<file path="config.mk">
export PLATFORM = sky130hd
export DESIGN_NAME = shift_register_sound_resampler_unit
export DESIGN_NICKNAME = d
export VERILOG_FILES = /design/src/srsu_pkg.sv /design/src/srsu_regs.sv /design/src/srsu_ctrl.sv /design/src/srsu_dp.sv /design/src/shift_register_sound_resampler_unit.sv
export SDC_FILE = /design/constraint.sdc
export NUM_CORES = 1
export LEC_CHECK = 0
export BUFFER_PORTS_ARGS = -buffer_cell sky130_fd_sc_hd__buf_2
export CAP_MARGIN = 40
export CORE_ASPECT_RATIO = 0.6
export CORE_UTILIZATION = 35
export CTS_CLUSTER_DIAMETER = 120
export DETAILED_ROUTE_END_ITERATION = 6
export PLACE_DENSITY = 0.57
export SLEW_MARGIN = 25
export SYNTH_ARGS = -nofsm -noshare
export SYNTH_HDL_FRONTEND = slang
export SYNTH_HIERARCHICAL = 1
export SYNTH_SLANG_ARGS = --single-unit
</file>
<file path="constraint.sdc">
create_clock -name clk_i -period 5.4 [get_ports clk_i]
set_clock_uncertainty 0.2 [all_clocks]
set_input_delay 0.27 -clock clk_i [delete_from_list [all_inputs] [get_ports clk_i]]
set_output_delay 0.27 -clock clk_i [all_outputs]
set_load 0.05 [all_outputs]
</file>
<file path="src/srsu_pkg.sv">
// ----------------------------------------------------------------------------
// srsu_pkg
// Shared types and constants of the shift register sound resampler.
// ----------------------------------------------------------------------------
package srsu_pkg;

  localparam int unsigned BPS_W      = 22;
  localparam int unsigned SAMPLE_W   = 12;
  localparam int unsigned WAVE_W     = 8;
  localparam int unsigned K_W        = $clog2(SAMPLE_W);
  localparam int unsigned ADDR_W     = 4;
  localparam int unsigned DATA_W     = 32;

  localparam logic [BPS_W-1:0]    BPS_RESET  = 22'd45875;
  localparam logic [SAMPLE_W-1:0] SAMPLE_MAX = 12'd4095;

  typedef enum logic [1:0] {
    REG_SOUND_ON    = 2'd0,
    REG_MANUAL_HIGH = 2'd1,
    REG_WAVEFORM    = 2'd2,
    REG_BPS         = 2'd3
  } reg_idx_e;

  typedef enum logic [3:0] {
    ST_IDLE = 4'b0001,
    ST_WALK = 4'b0010,
    ST_DIV  = 4'b0100,
    ST_OUT  = 4'b1000
  } state_e;

  typedef struct packed {
    logic              sound_on;
    logic              manual_high;
    logic [WAVE_W-1:0] waveform;
    logic [BPS_W-1:0]  bps;
  } cfg_t;

  typedef struct packed {
    logic load;
    logic walk;
    logic div_init;
    logic div_step;
    logic out_load;
  } cmd_t;

  typedef struct packed {
    logic direct;
    logic cnt_zero;
    logic div_last;
  } sts_t;

  // Pattern bit at a position, bit 7 of the pattern is position 0.
  function automatic logic pat_bit(input logic [WAVE_W-1:0] wave, input logic [2:0] pos);
    logic [2:0] idx;
    idx = 3'd7 - pos;
    return wave[idx];
  endfunction

endpackage

</file>
<file path="src/srsu_regs.sv">
// ----------------------------------------------------------------------------
// srsu_regs
// APB register file: sound enable, manual level, waveform, bits per sample.
// ----------------------------------------------------------------------------
module srsu_regs (
  input  logic                          clk_i,
  input  logic                          rst_ni,
  input  logic                          psel,
  input  logic                          penable,
  input  logic                          pwrite,
  input  logic [srsu_pkg::ADDR_W-1:0]   paddr,
  input  logic [srsu_pkg::DATA_W-1:0]   pwdata,
  output logic [srsu_pkg::DATA_W-1:0]   prdata,
  output logic                          pready,
  output srsu_pkg::cfg_t                cfg_o
);
  import srsu_pkg::*;

  cfg_t     cfg_q, cfg_d;
  reg_idx_e idx;
  logic     wr_en;

  assign pready = 1'b1;
  assign idx    = reg_idx_e'(paddr[3:2]);
  assign wr_en  = psel & penable & pwrite & pready;

  always_comb begin
    cfg_d = cfg_q;
    if (wr_en) begin
      unique case (idx)
        REG_SOUND_ON:    cfg_d.sound_on    = pwdata[0];
        REG_MANUAL_HIGH: cfg_d.manual_high = pwdata[0];
        REG_WAVEFORM:    cfg_d.waveform    = pwdata[WAVE_W-1:0];
        REG_BPS:         cfg_d.bps         = pwdata[BPS_W-1:0];
      endcase
    end
  end

  always_comb begin
    unique case (idx)
      REG_SOUND_ON:    prdata = DATA_W'(cfg_q.sound_on);
      REG_MANUAL_HIGH: prdata = DATA_W'(cfg_q.manual_high);
      REG_WAVEFORM:    prdata = DATA_W'(cfg_q.waveform);
      REG_BPS:         prdata = DATA_W'(cfg_q.bps);
    endcase
  end

  always_ff @(posedge clk_i or negedge rst_ni) begin
    if (!rst_ni) begin
      cfg_q.sound_on    <= 1'b0;
      cfg_q.manual_high <= 1'b0;
      cfg_q.waveform    <= '0;
      cfg_q.bps         <= BPS_RESET;
    end else begin
      cfg_q <= cfg_d;
    end
  end

  assign cfg_o = cfg_q;

endmodule

</file>
<file path="src/srsu_ctrl.sv">
// ----------------------------------------------------------------------------
// srsu_ctrl
// Sequencer: load, bit walk, restoring division, output register handoff.
// ----------------------------------------------------------------------------
module srsu_ctrl (
  input  logic           clk_i,
  input  logic           rst_ni,
  input  logic           in_valid_i,
  output logic           in_stall_o,
  output logic           out_valid_o,
  input  logic           out_stall_i,
  input  srsu_pkg::sts_t sts_i,
  output srsu_pkg::cmd_t cmd_o
);
  import srsu_pkg::*;

  state_e state_q, state_d;
  logic   out_valid_q, out_valid_d;
  logic   out_free;

  assign out_free   = !out_valid_q || !out_stall_i;
  assign in_stall_o = (state_q != ST_IDLE);

  always_comb begin
    state_d = state_q;
    cmd_o   = '0;
    unique case (state_q)
      ST_IDLE: begin
        if (in_valid_i) begin
          cmd_o.load = 1'b1;
          state_d    = sts_i.direct ? ST_OUT : ST_WALK;
        end
      end
      ST_WALK: begin
        if (sts_i.cnt_zero) begin
          cmd_o.div_init = 1'b1;
          state_d        = ST_DIV;
        end else begin
          cmd_o.walk = 1'b1;
        end
      end
      ST_DIV: begin
        cmd_o.div_step = 1'b1;
        if (sts_i.div_last) begin
          state_d = ST_OUT;
        end
      end
      ST_OUT: begin
        if (out_free) begin
          cmd_o.out_load = 1'b1;
          state_d        = ST_IDLE;
        end
      end
      default: state_d = ST_IDLE;
    endcase
  end

  always_comb begin
    out_valid_d = out_valid_q & out_stall_i;
    if (cmd_o.out_load) begin
      out_valid_d = 1'b1;
    end
  end

  always_ff @(posedge clk_i or negedge rst_ni) begin
    if (!rst_ni) begin
      state_q     <= ST_IDLE;
      out_valid_q <= 1'b0;
    end else begin
      state_q     <= state_d;
      out_valid_q <= out_valid_d;
    end
  end

  assign out_valid_o = out_valid_q;

endmodule

</file>
<file path="src/srsu_dp.sv">
// ----------------------------------------------------------------------------
// srsu_dp
// Datapath: bit phase, window setup, whole-bit walk, level*4095/width divide.
// ----------------------------------------------------------------------------
module srsu_dp #(
  parameter int unsigned FRAC_BITS = 16
) (
  input  logic                            clk_i,
  input  logic                            rst_ni,
  input  srsu_pkg::cfg_t                  cfg_i,
  input  logic                            waveform_reloaded_i,
  input  srsu_pkg::cmd_t                  cmd_i,
  output srsu_pkg::sts_t                  sts_o,
  output logic [srsu_pkg::SAMPLE_W-1:0]   sample_o
);
  import srsu_pkg::*;

  localparam int unsigned PH_W  = 3 + FRAC_BITS;
  localparam int unsigned E_W   = ((PH_W > BPS_W) ? PH_W : BPS_W) + 1;
  localparam int unsigned EF_W  = E_W - FRAC_BITS;
  localparam int unsigned N_W   = BPS_W + SAMPLE_W;
  localparam logic [E_W-1:0] ONE_E = E_W'(1) << FRAC_BITS;

  logic [PH_W-1:0]     phase_q, phase_eff;
  logic [E_W-1:0]      win_end, start_part, end_part, lvl_sum;
  logic [2:0]          sf;
  logic [EF_W-1:0]     ef, cnt_init;
  logic                same, bit_sf, bit_ef;
  logic [BPS_W-1:0]    lvl_init;
  logic [SAMPLE_W-1:0] direct_val;

  logic [WAVE_W-1:0]   wave_q;
  logic [BPS_W-1:0]    w_q, lvl_q;
  logic [EF_W-1:0]     cnt_q;
  logic [2:0]          pos_q;
  logic [N_W-1:0]      num_q, den_q;
  logic [K_W-1:0]      k_q;
  logic [SAMPLE_W-1:0] q_q, out_q;
  logic                ge;

  assign phase_eff = waveform_reloaded_i ? {3'b000, phase_q[FRAC_BITS-1:0]} : phase_q;
  assign win_end   = E_W'(phase_eff) + E_W'(cfg_i.bps);
  assign sf        = phase_eff[PH_W-1:FRAC_BITS];
  assign ef        = win_end[E_W-1:FRAC_BITS];
  assign same      = (EF_W'(sf) == ef);
  assign bit_sf    = pat_bit(cfg_i.waveform, sf);
  assign bit_ef    = pat_bit(cfg_i.waveform, ef[2:0]);

  assign start_part = ONE_E - E_W'(phase_eff[FRAC_BITS-1:0]);
  assign end_part   = E_W'(win_end[FRAC_BITS-1:0]);
  assign lvl_sum    = (bit_sf ? start_part : '0) + (bit_ef ? end_part : '0);
  assign lvl_init   = same ? (bit_sf ? cfg_i.bps : '0) : BPS_W'(lvl_sum);
  assign cnt_init   = same ? '0 : EF_W'(ef - EF_W'(sf) - EF_W'(1));

  assign direct_val = (!cfg_i.sound_on && cfg_i.manual_high) ? SAMPLE_MAX : '0;
  assign ge         = (num_q >= den_q);

  always_ff @(posedge clk_i or negedge rst_ni) begin
    if (!rst_ni) begin
      phase_q <= '0;
    end else if (cmd_i.load) begin
      phase_q <= win_end[PH_W-1:0];
    end
  end

  always_ff @(posedge clk_i) begin
    if (cmd_i.load) begin
      wave_q <= cfg_i.waveform;
      w_q    <= cfg_i.bps;
      lvl_q  <= lvl_init;
      cnt_q  <= cnt_init;
      pos_q  <= sf + 3'd1;
      q_q    <= direct_val;
    end
    if (cmd_i.walk) begin
      if (pat_bit(wave_q, pos_q)) begin
        lvl_q <= lvl_q + BPS_W'(ONE_E);
      end
      cnt_q <= cnt_q - EF_W'(1);
      pos_q <= pos_q + 3'd1;
    end
    if (cmd_i.div_init) begin
      num_q <= {lvl_q, SAMPLE_W'(0)} - N_W'(lvl_q);
      den_q <= N_W'(w_q) << (SAMPLE_W - 1);
      k_q   <= K_W'(SAMPLE_W - 1);
      q_q   <= '0;
    end
    if (cmd_i.div_step) begin
      if (ge) begin
        num_q <= num_q - den_q;
      end
      den_q <= den_q >> 1;
      k_q   <= k_q - K_W'(1);
      q_q   <= {q_q[SAMPLE_W-2:0], ge};
    end
    if (cmd_i.out_load) begin
      out_q <= q_q;
    end
  end

  assign sts_o.direct   = !cfg_i.sound_on || (cfg_i.bps == '0);
  assign sts_o.cnt_zero = (cnt_q == '0);
  assign sts_o.div_last = (k_q == '0);
  assign sample_o       = out_q;

endmodule

</file>
<file path="src/shift_register_sound_resampler_unit.sv">
// ----------------------------------------------------------------------------
// shift_register_sound_resampler_unit
// Box-filters a repeating 8-bit pattern over a window of bits_per_sample
// and scales the set time to a 12-bit sample, one sample per input beat.
//
//   channel   direction  handshake                payload
//   input     in         in_valid_i/in_stall_o    waveform_reloaded_i
//   result    out        out_valid_o/out_stall_i  sample_o
//   config    in/out     APB psel/penable         paddr, pwdata, prdata
//
// Steps per beat: load, walk of W bits, divide setup, divide, output handoff,
// where W is the number of whole pattern bits strictly inside the window (0 at
// the default width); sound off or zero width skips walk and divide.
// The walk and the one-bit-per-cycle restoring divider set the beat time.
// Reset clears the phase, the registers and the sequencer; no clearing pass.
// A full output register holds the finished beat while the next one is taken.
// ----------------------------------------------------------------------------
module shift_register_sound_resampler_unit #(
  parameter int unsigned FRAC_BITS = 16
) (
  input  logic                          clk_i,
  input  logic                          rst_ni,
  input  logic                          psel,
  input  logic                          penable,
  input  logic                          pwrite,
  input  logic [srsu_pkg::ADDR_W-1:0]   paddr,
  input  logic [srsu_pkg::DATA_W-1:0]   pwdata,
  output logic [srsu_pkg::DATA_W-1:0]   prdata,
  output logic                          pready,
  input  logic                          in_valid_i,
  output logic                          in_stall_o,
  input  logic                          waveform_reloaded_i,
  output logic                          out_valid_o,
  input  logic                          out_stall_i,
  output logic [srsu_pkg::SAMPLE_W-1:0] sample_o
);
  import srsu_pkg::*;

  cfg_t cfg;
  cmd_t cmd;
  sts_t sts;

  srsu_regs u_regs (
    .clk_i   (clk_i),
    .rst_ni  (rst_ni),
    .psel    (psel),
    .penable (penable),
    .pwrite  (pwrite),
    .paddr   (paddr),
    .pwdata  (pwdata),
    .prdata  (prdata),
    .pready  (pready),
    .cfg_o   (cfg)
  );

  srsu_ctrl u_ctrl (
    .clk_i       (clk_i),
    .rst_ni      (rst_ni),
    .in_valid_i  (in_valid_i),
    .in_stall_o  (in_stall_o),
    .out_valid_o (out_valid_o),
    .out_stall_i (out_stall_i),
    .sts_i       (sts),
    .cmd_o       (cmd)
  );

  srsu_dp #(
    .FRAC_BITS (FRAC_BITS)
  ) u_dp (
    .clk_i               (clk_i),
    .rst_ni              (rst_ni),
    .cfg_i               (cfg),
    .waveform_reloaded_i (waveform_reloaded_i),
    .cmd_i               (cmd),
    .sts_o               (sts),
    .sample_o            (sample_o)
  );

  // one beat in flight at a time
  a_busy_after_accept: assert property (@(posedge clk_i) disable iff (!rst_ni)
    (in_valid_i && !in_stall_o) |=> in_stall_o)
    else $error("input taken while previous beat still in flight");

  // a result only appears from a beat that was being worked on
  a_result_has_source: assert property (@(posedge clk_i) disable iff (!rst_ni)
    $rose(out_valid_o) |-> $past(in_stall_o))
    else $error("result produced with no beat in flight");

  // a sound-off beat finishes without the walk and divide
  a_direct_path: assert property (@(posedge clk_i) disable iff (!rst_ni)
    (in_valid_i && !in_stall_o && !cfg.sound_on && !out_valid_o) |=> ##1 out_valid_o)
    else $error("sound-off beat did not complete in two cycles");

endmodule
</file>
==> results of run 1 <==
-- cells by family after synthesis --
group,Yosys count,share of synthesized area [%]
buffers and inverters,162,4.88
XOR/XNOR,112,6.94
adder cells (fa/ha/maj),93,8.38
other,2,0.0527
flip-flops,213,40.2
AND/OR/NAND/NOR,432,14.7
AO/OA/AOI/OAI,349,16.0
multiplexers,107,8.86
-- worst paths after layout --
path,startpoint,end,depth (start not counted)
worst max-delay path,u_dp/phase_q[0],u_dp/lvl_q[15],21
worst min-delay path,rst_ni,u_ctrl/out_valid_o,3
worst max register to register,u_dp/phase_q[0],u_dp/lvl_q[15],21
worst min register to register,u_dp/q_q[11],u_dp/sample_o[11],0
max in group asynchronous,rst_ni,u_regs/cfg_o[9],4
min in group clk_i,penable,u_regs/cfg_o[30],4
-- flip-flops by register name (all words and copies together), names as in the netlist --
name,count
u_ctrl/out_valid_o,1
u_ctrl/state_q,4
u_dp/cnt_q,7
u_dp/den_q,33
u_dp/k_q,4
u_dp/lvl_q,22
u_dp/num_q,34
u_dp/phase_q,19
u_dp/pos_q,3
u_dp/q_q,12
u_dp/sample_o,12
u_dp/w_q,22
u_dp/wave_q,8
u_regs/cfg_o,32
-- cell usage in the layout, fill, tap and decap left out, types with 40 or more instances in the layout --
master,count
xor2_1,42
buf_4,115
o21ai_0,68
mux2_2,57
inv_1,96
xnor2_1,69
ha_1,84
a21oi_1,82
buf_2,69
dfxtp_1,40
nand2_1,100
edfxtp_1,117
nor2_1,124
dfrtp_1,46
-- metal layers --
| layer | share of wire, % | wire, µm |
|---|---|---|
| met5 | 0 | 0 |
| met4 | 1.6 | 695 |
| met3 | 8.7 | 3730 |
| met2 | 37 | 15900 |
| met1 | 52 | 22300 |
-- what timing repair did --
item,4_1_cts,5_1_grt
endpoints found under the setup margin,10,11
hold endpoints to repair,94,0
gates cloned,0,0
resized for setup,20,30
pin swaps,12,25
hold buffers,26,0
buffers inserted,5,8
-- through the flow --
stage | util (%) | TNS (ns) | hold WS (ns)
after floorplan | - | 0 | -0.226
after global placement | 39.9 | -0.855 | 0.212
after detailed placement | 40.0 | -1.60 | 0.218
after CTS | 42.8 | -0.144 | 0.0964
after global routing | 43.3 | -1.62 | 0.0400
final | 43.3 | -0.365 | 0.0235
-- final cells by class --
type | count | area [µm²] | share of cell area, %
Sequential cell | 213 | 5730 | 33.4
Inverter | 97 | 364 | 2.12
Multi-Input combinational cell | 1104 | 8090 | 47.1
Tap cell | 522 | 653 | 3.81
Clock inverter | 11 | 119 | 0.693
Timing Repair Buffer | 217 | 1570 | 9.17
Clock buffer | 31 | 636 | 3.70
-- worst reg2reg max path, delay by kind of cell, from the launching register on --
family	cells	cell delay, ns
buf+inv	2	0.28
compound gates	9	1.89
simple gates	3	0.48
fa+ha+maj	3	0.71
xor+xnor	2	0.45
mux	2	0.87
flops	1	0.41
-- report_power, final --
| part | switching, mW | internal, mW | leakage (nW) |
|---|---|---|---|
| clock | 0.705 | 0.927 | 0.369 |
| combinational | 3.15 | 2.50 | 4.89 |
| sequential | 0.422 | 2.27 | 2.08 |
==> impl_metrics.tcl, run 1 <==
set metrics [dict create \
    synth_edf_count 117 \
    h-tree-depth 1 \
    gp_congestion 0.895 \
    met1_usage_pct 32.7 \
    syn_inst 1470 \
    max_stage_delay_ns 0.57 \
    dr.pass1.iters 5 \
    worst-setup-path-type "reg2reg" \
    worstHoldPathType "in2async" \
    io_pins 91 \
    slowest_stage "mux4_2" \
    worstSetupEndpointType "flop" \
    failed_checks "negative setup slack" \
    fillCellCount 3816 \
    syn_avg_cell_area_um2 9.69 \
    cp_top_family "compound AO/OA/AOI/OAI gates" \
    start_util_pct 36.0 \
    fin_ws_ns -0.162 \
    netlist_area_mm2 0.0143 \
    synth_area_leaders "edfxtp_1, dfrtp_1, ha_1" \
    finalSetupViolCount 4 \
    drive_gt1_share_pct 21.6 \
    r2r_slack_ns -0.16 \
    grt-ovfl-total 0 \
    critPathRequiredTime_ns 5.48 \
    ir_drop_v 0.000320 \
    async_flop_share_pct 26.3 \
    synth_common_cells "nor2_1, edfxtp_1, nand2_1" \
    rsz0062_at_grt "true" \
    final-hold-violation-count 0 \
    fmax_mhz 180 \
    die_w_um 263 \
    fin_cells 2195 \
    yosysUniqueCellTypes 88 \
    cts_tree "built" \
    core.rowCount 56 \
    cts.clk_slew.worst_paths_ns 0.06 \
    start_kind "flop" \
    netlist.area_leader.share_pct 24.7 \
    synth.largest_area_cell "edfxtp_1" \
    fin_crit_sh_pct 103 \
    yosysWarnings 6 \
    synthFlopType "edfxtp_1" \
    dpl.cell_count 2111 \
    busiest_layer "met1" \
    via_count 11859 \
    track_usage_pct 20.4 \
    leakage_nw 7.34 \
    drt_iter0_drc 1090 \
    met2_usage_pct 26.9 \
    grt_pass1_vias 10989 \
    cts_made_buffers 23 \
    clk_latency_ns 0.55 \
    dieArea_mm2 0.0416 \
    timing.critical_path.arrival_ns 5.65 \
    path_cells "ha_4 -> fa_2 -> a211oi_2 -> o21a_1 -> a21boi_2 -> o21ai_2 -> o21bai_2 -> xor2_2 -> mux4_2 -> mux2i_4 -> buf_6 -> buf_12 -> nor2_4 -> ha_4 -> or3_4 -> o41a_1 -> a211oi_2 -> a21oi_2 -> xnor2_1 -> nor3_1 -> a221o_1" \
    use_met3_pct 4.70 \
    ys_seq_elements 213 \
    antenna_left 0 \
    worst_pin_slew_ns 0.765 \
    avgViaCountPerCell 5.40 \
    dpl.hpwl_um 31900 \
    cts.sinks 213 \
    grt_max_degree 57 \
    min_period_ns 5.56 \
    fin_area_mm2 0.0172 \
    drc 0 \
    worstPathMaxFanout 6 \
    ctsRootBufferMaster "clkbuf_16" \
    die_h_um 158 \
    seq_area_frac_synth_pct 40.2 \
    core-area_mm2 0.0396 \
    antenna_cells 0 \
    max_cap_viol_count 0 \
    grt_pass1_wl_um 65300 \
    run_status "finished, violations left" \
    synth_most_common_cell "nor2_1" \
    cp.buffers_inverters 2 \
    pre_cts_slack_ns -0.299 \
    final_nets 1793 \
    wl_um 42600 \
    slew_headroom_pct 48.3 \
    slew_viol_final 0 \
    placed_area_mm2 0.0158 \
    area_growth_pct 20.4 \
    wire_per_inst_um 19.4 \
    p_per_area_mw_per_mm2 581 \
    antenna_found_initial 0 \
    cts_max_path_buffers 3 \
    port-buffer-count 67 \
    p_total_mw 9.98 \
]
No activity file was read; power rests on OpenSTA's default activity.
==> inputs of run 2 (changes only) <==
ABC_AREA = 1   (was not set)
GPL_ROUTABILITY_DRIVEN = 0   (was not set)
SLEW_MARGIN = not set   (was 25)
==> run 2 against run 1 <==
Effect of this change: routed wire length increased by 19%; worst hold slack improved by 0.16 ns; sequential share of layout area decreased by 0.95 points; non-clock buffer count decreased by 89; global-route usage increased by 1.7 points; area after synthesis increased by 9.1%; the run ends with design-rule violations left; flip-flop and latch count unchanged; combinational power decreased by 73%; setup slack improved by 0.55 ns; largest cell class unchanged; cell area increased by 2.9%; maximum frequency increased by 11%.
==> impl_metrics.tcl, run 2 <==
set metrics [dict create \
    die_h_um 165 \
    met2_usage_pct 28.2 \
    cts.sinks 213 \
    cts.clk_slew.worst_paths_ns 0.06 \
    synth_edf_count 117 \
    antenna_cells 0 \
    grt_pass1_wl_um 76300 \
    met1_usage_pct 34.3 \
    worstPathMaxFanout 11 \
    r2r-start "u_regs/cfg_o[1]" \
    regMostFlops "u_dp/num_q" \
    max_stage_delay_ns 0.65 \
    largest_register_ffs 34 \
    fillCellCount 4472 \
    antenna_left 0 \
    avgViaCountPerCell 5.17 \
    slew_headroom_pct 32.4 \
    worst_pin_slew_ns 1.00 \
    core.rowCount 59 \
    finalSetupViolCount 0 \
    comb_power_share_pct 29.6 \
    critPathRequiredTime_ns 5.66 \
    power_switching_share_pct 36.6 \
    setup.worst_path.start "u_regs/cfg_o[1]" \
    final_common_cell "nand2_1" \
    ir_drop_v 0.000254 \
    syn_avg_cell_area_um2 7.35 \
    antenna_found_initial 1 \
    grt-ovfl-total 0 \
    run_status "finished, violations left" \
    tns_ns 0 \
    ys_seq_elements 213 \
    yosysWarnings 6 \
    synth_common_cells "nand2_1, inv_1, nor2_1" \
    fin_crit_sh_pct 92.7 \
    grt_max_degree 63 \
    r2r_slack_ns 0.39 \
    wire_per_inst_um 17.9 \
    p_per_area_mw_per_mm2 292 \
    rr_worst_depth 28 \
    drt_iter0_drc 1652 \
    wl_um 50600 \
    io_pins 91 \
    ctsRootBufferMaster "clkbuf_16" \
    layout_common_cells "nand2_1, inv_1, nor2_1" \
    hold_slack_ns 0.181 \
    worstSetupEndpointType "flop" \
    use_met3_pct 8.78 \
    track_usage_pct 22.1 \
    h-tree-depth 1 \
    fmax_mhz 200 \
    seq_area_frac_synth_pct 36.9 \
    cts_tree "built" \
    synth_most_common_cell "nand2_1" \
    cp.buffers_inverters 2 \
    port-buffer-count 67 \
    core-area_mm2 0.0436 \
    timing.critical_path.arrival_ns 5.27 \
    yosysUniqueCellTypes 64 \
    dpl.hpwl_um 39500 \
    area_growth_pct 13.6 \
    worst-setup-path-type "reg2reg" \
    pwr-share-clk_pct 33.2 \
    failed_checks "design-rule violations" \
    dieArea_mm2 0.0453 \
    final-hold-violation-count 0 \
    drc 1 \
    netlist_area_mm2 0.0155 \
    slew_viol_final 0 \
    cp_top_family "simple AND/OR/NAND/NOR gates" \
    p_sw_mw 1.89 \
    slowest_stage "dfstp_2" \
    busiest_layer "met1" \
    synth_area_leaders "edfxtp_1, nand2_1, dfrtp_1" \
    leakage_nw 8.55 \
    start_util_pct 35.7 \
    start_kind "flop" \
    final_nets 2362 \
    grt_pass1_vias 13215 \
    die_w_um 274 \
    min_period_ns 5.01 \
    worstHoldPathType "in2async" \
    clk_latency_ns 0.56 \
    synthFlopType "edfxtp_1" \
    rsz0062_at_grt "false" \
    cts_made_buffers 25 \
    postCtsSetupBuffers 0 \
    cts_max_path_buffers 3 \
    synth.largest_area_cell "edfxtp_1" \
    multi_input_area_mm2 0.00843 \
    netlist.area_leader.share_pct 22.6 \
    rr_endpoint "u_dp/lvl_q[16]" \
    async_flop_share_pct 26.3 \
    max_cap_viol_count 0 \
    drive_gt1_share_pct 10.2 \
    ff_latch_area_mm2 0.00573 \
    via_count 14590 \
    p_int_mw 3.28 \
    syn_inst 2115 \
    dr.pass1.iters 7 \
    seq_power_share_pct 37.1 \
]
[run 2: cell type report]
cell class / count / area share, %
inverter: 280 / 5.97
sequential: 213 / 32.4
multi-input combinational: 1577 / 47.7
clock buffer: 29 / 3.68
clock inverter: 17 / 0.914
tap: 579 / 4.10
timing repair buffer: 128 / 5.17
[run 2: worst reg2reg max path, delay by kind of cell, from the launching register on]
| family | cells | cell delay (ns) |
|---|---|---|
| adder cells (fa/ha/maj) | 2 | 0.61 |
| AO/OA/AOI/OAI | 4 | 0.76 |
| AND/OR/NAND/NOR | 20 | 2.40 |
| flip-flops | 1 | 0.65 |
| buffers and inverters | 2 | 0.30 |
[run 2: per-layer routing]
| metal | vias up | part of all wire [%] |
|---|---|---|
| met2 | 591 | 36 |
| met5 | - | 0 |
| li1 | 7104 | - |
| met4 | 0 | 1.4 |
| met1 | 6833 | 50 |
| met3 | 62 | 13 |
[run 2: power by group through the flow]
stage	logic (mW)	registers (mW)	clock network (mW)
2_1_floorplan	1.10	1.88	0
3_3_place_gp	1.45	1.93	0
3_5_place_dp	1.47	1.94	0
4_1_cts	1.49	1.90	1.75
5_1_grt	1.66	1.92	1.81
6_report	1.53	1.92	1.72
[run 2: cells by family (layout without fill, tap and decap cells)]
family	count (synthesis)	count (layout)	share of synthesized area [%]
multiplexers	3	3	0.193
XOR/XNOR	77	77	4.34
AND/OR/NAND/NOR	1020	1020	28.4
buffers and inverters	334	454	9.21
adder cells (fa/ha/maj)	93	93	7.68
other	2	11	0.0483
flip-flops	213	213	36.9
AO/OA/AOI/OAI	373	373	13.3
[run 2: metrics by stage]
step / power, mW / area, µm² / cells / util (%) / setup WS (ns)
finish: 5.16 / 17700 / 2823 / 40.5 / 0.392
global route: 5.39 / 17700 / 2823 / 40.5 / 0.0443
CTS: 5.15 / 17700 / 2823 / 40.5 / 0.396
detailed placement: 3.40 / 16500 / 2747 / 38.0 / 0.392
global placement: 3.38 / 16500 / 2744 / 37.8 / 0.407
floorplan: 2.98 / 15600 / 2124 / - / 1.06
[run 2: worst max path at each step]
stage                     endpoint  slack (ns)  cells past startpoint
floorplan           u_dp/lvl_q[10]        1.06                     27
global placement    u_dp/lvl_q[16]        0.41                     30
detailed placement  u_dp/lvl_q[16]        0.39                     30
CTS                 u_dp/lvl_q[16]        0.40                     28
global route        u_dp/lvl_q[17]        0.04                     28
finish              u_dp/lvl_q[16]        0.39                     28
[run 2: what timing repair did]
action	CTS	global route
resized for setup	0	2
hold endpoints to repair	83	0
hold buffers	30	0
endpoints found under the setup margin	0	1
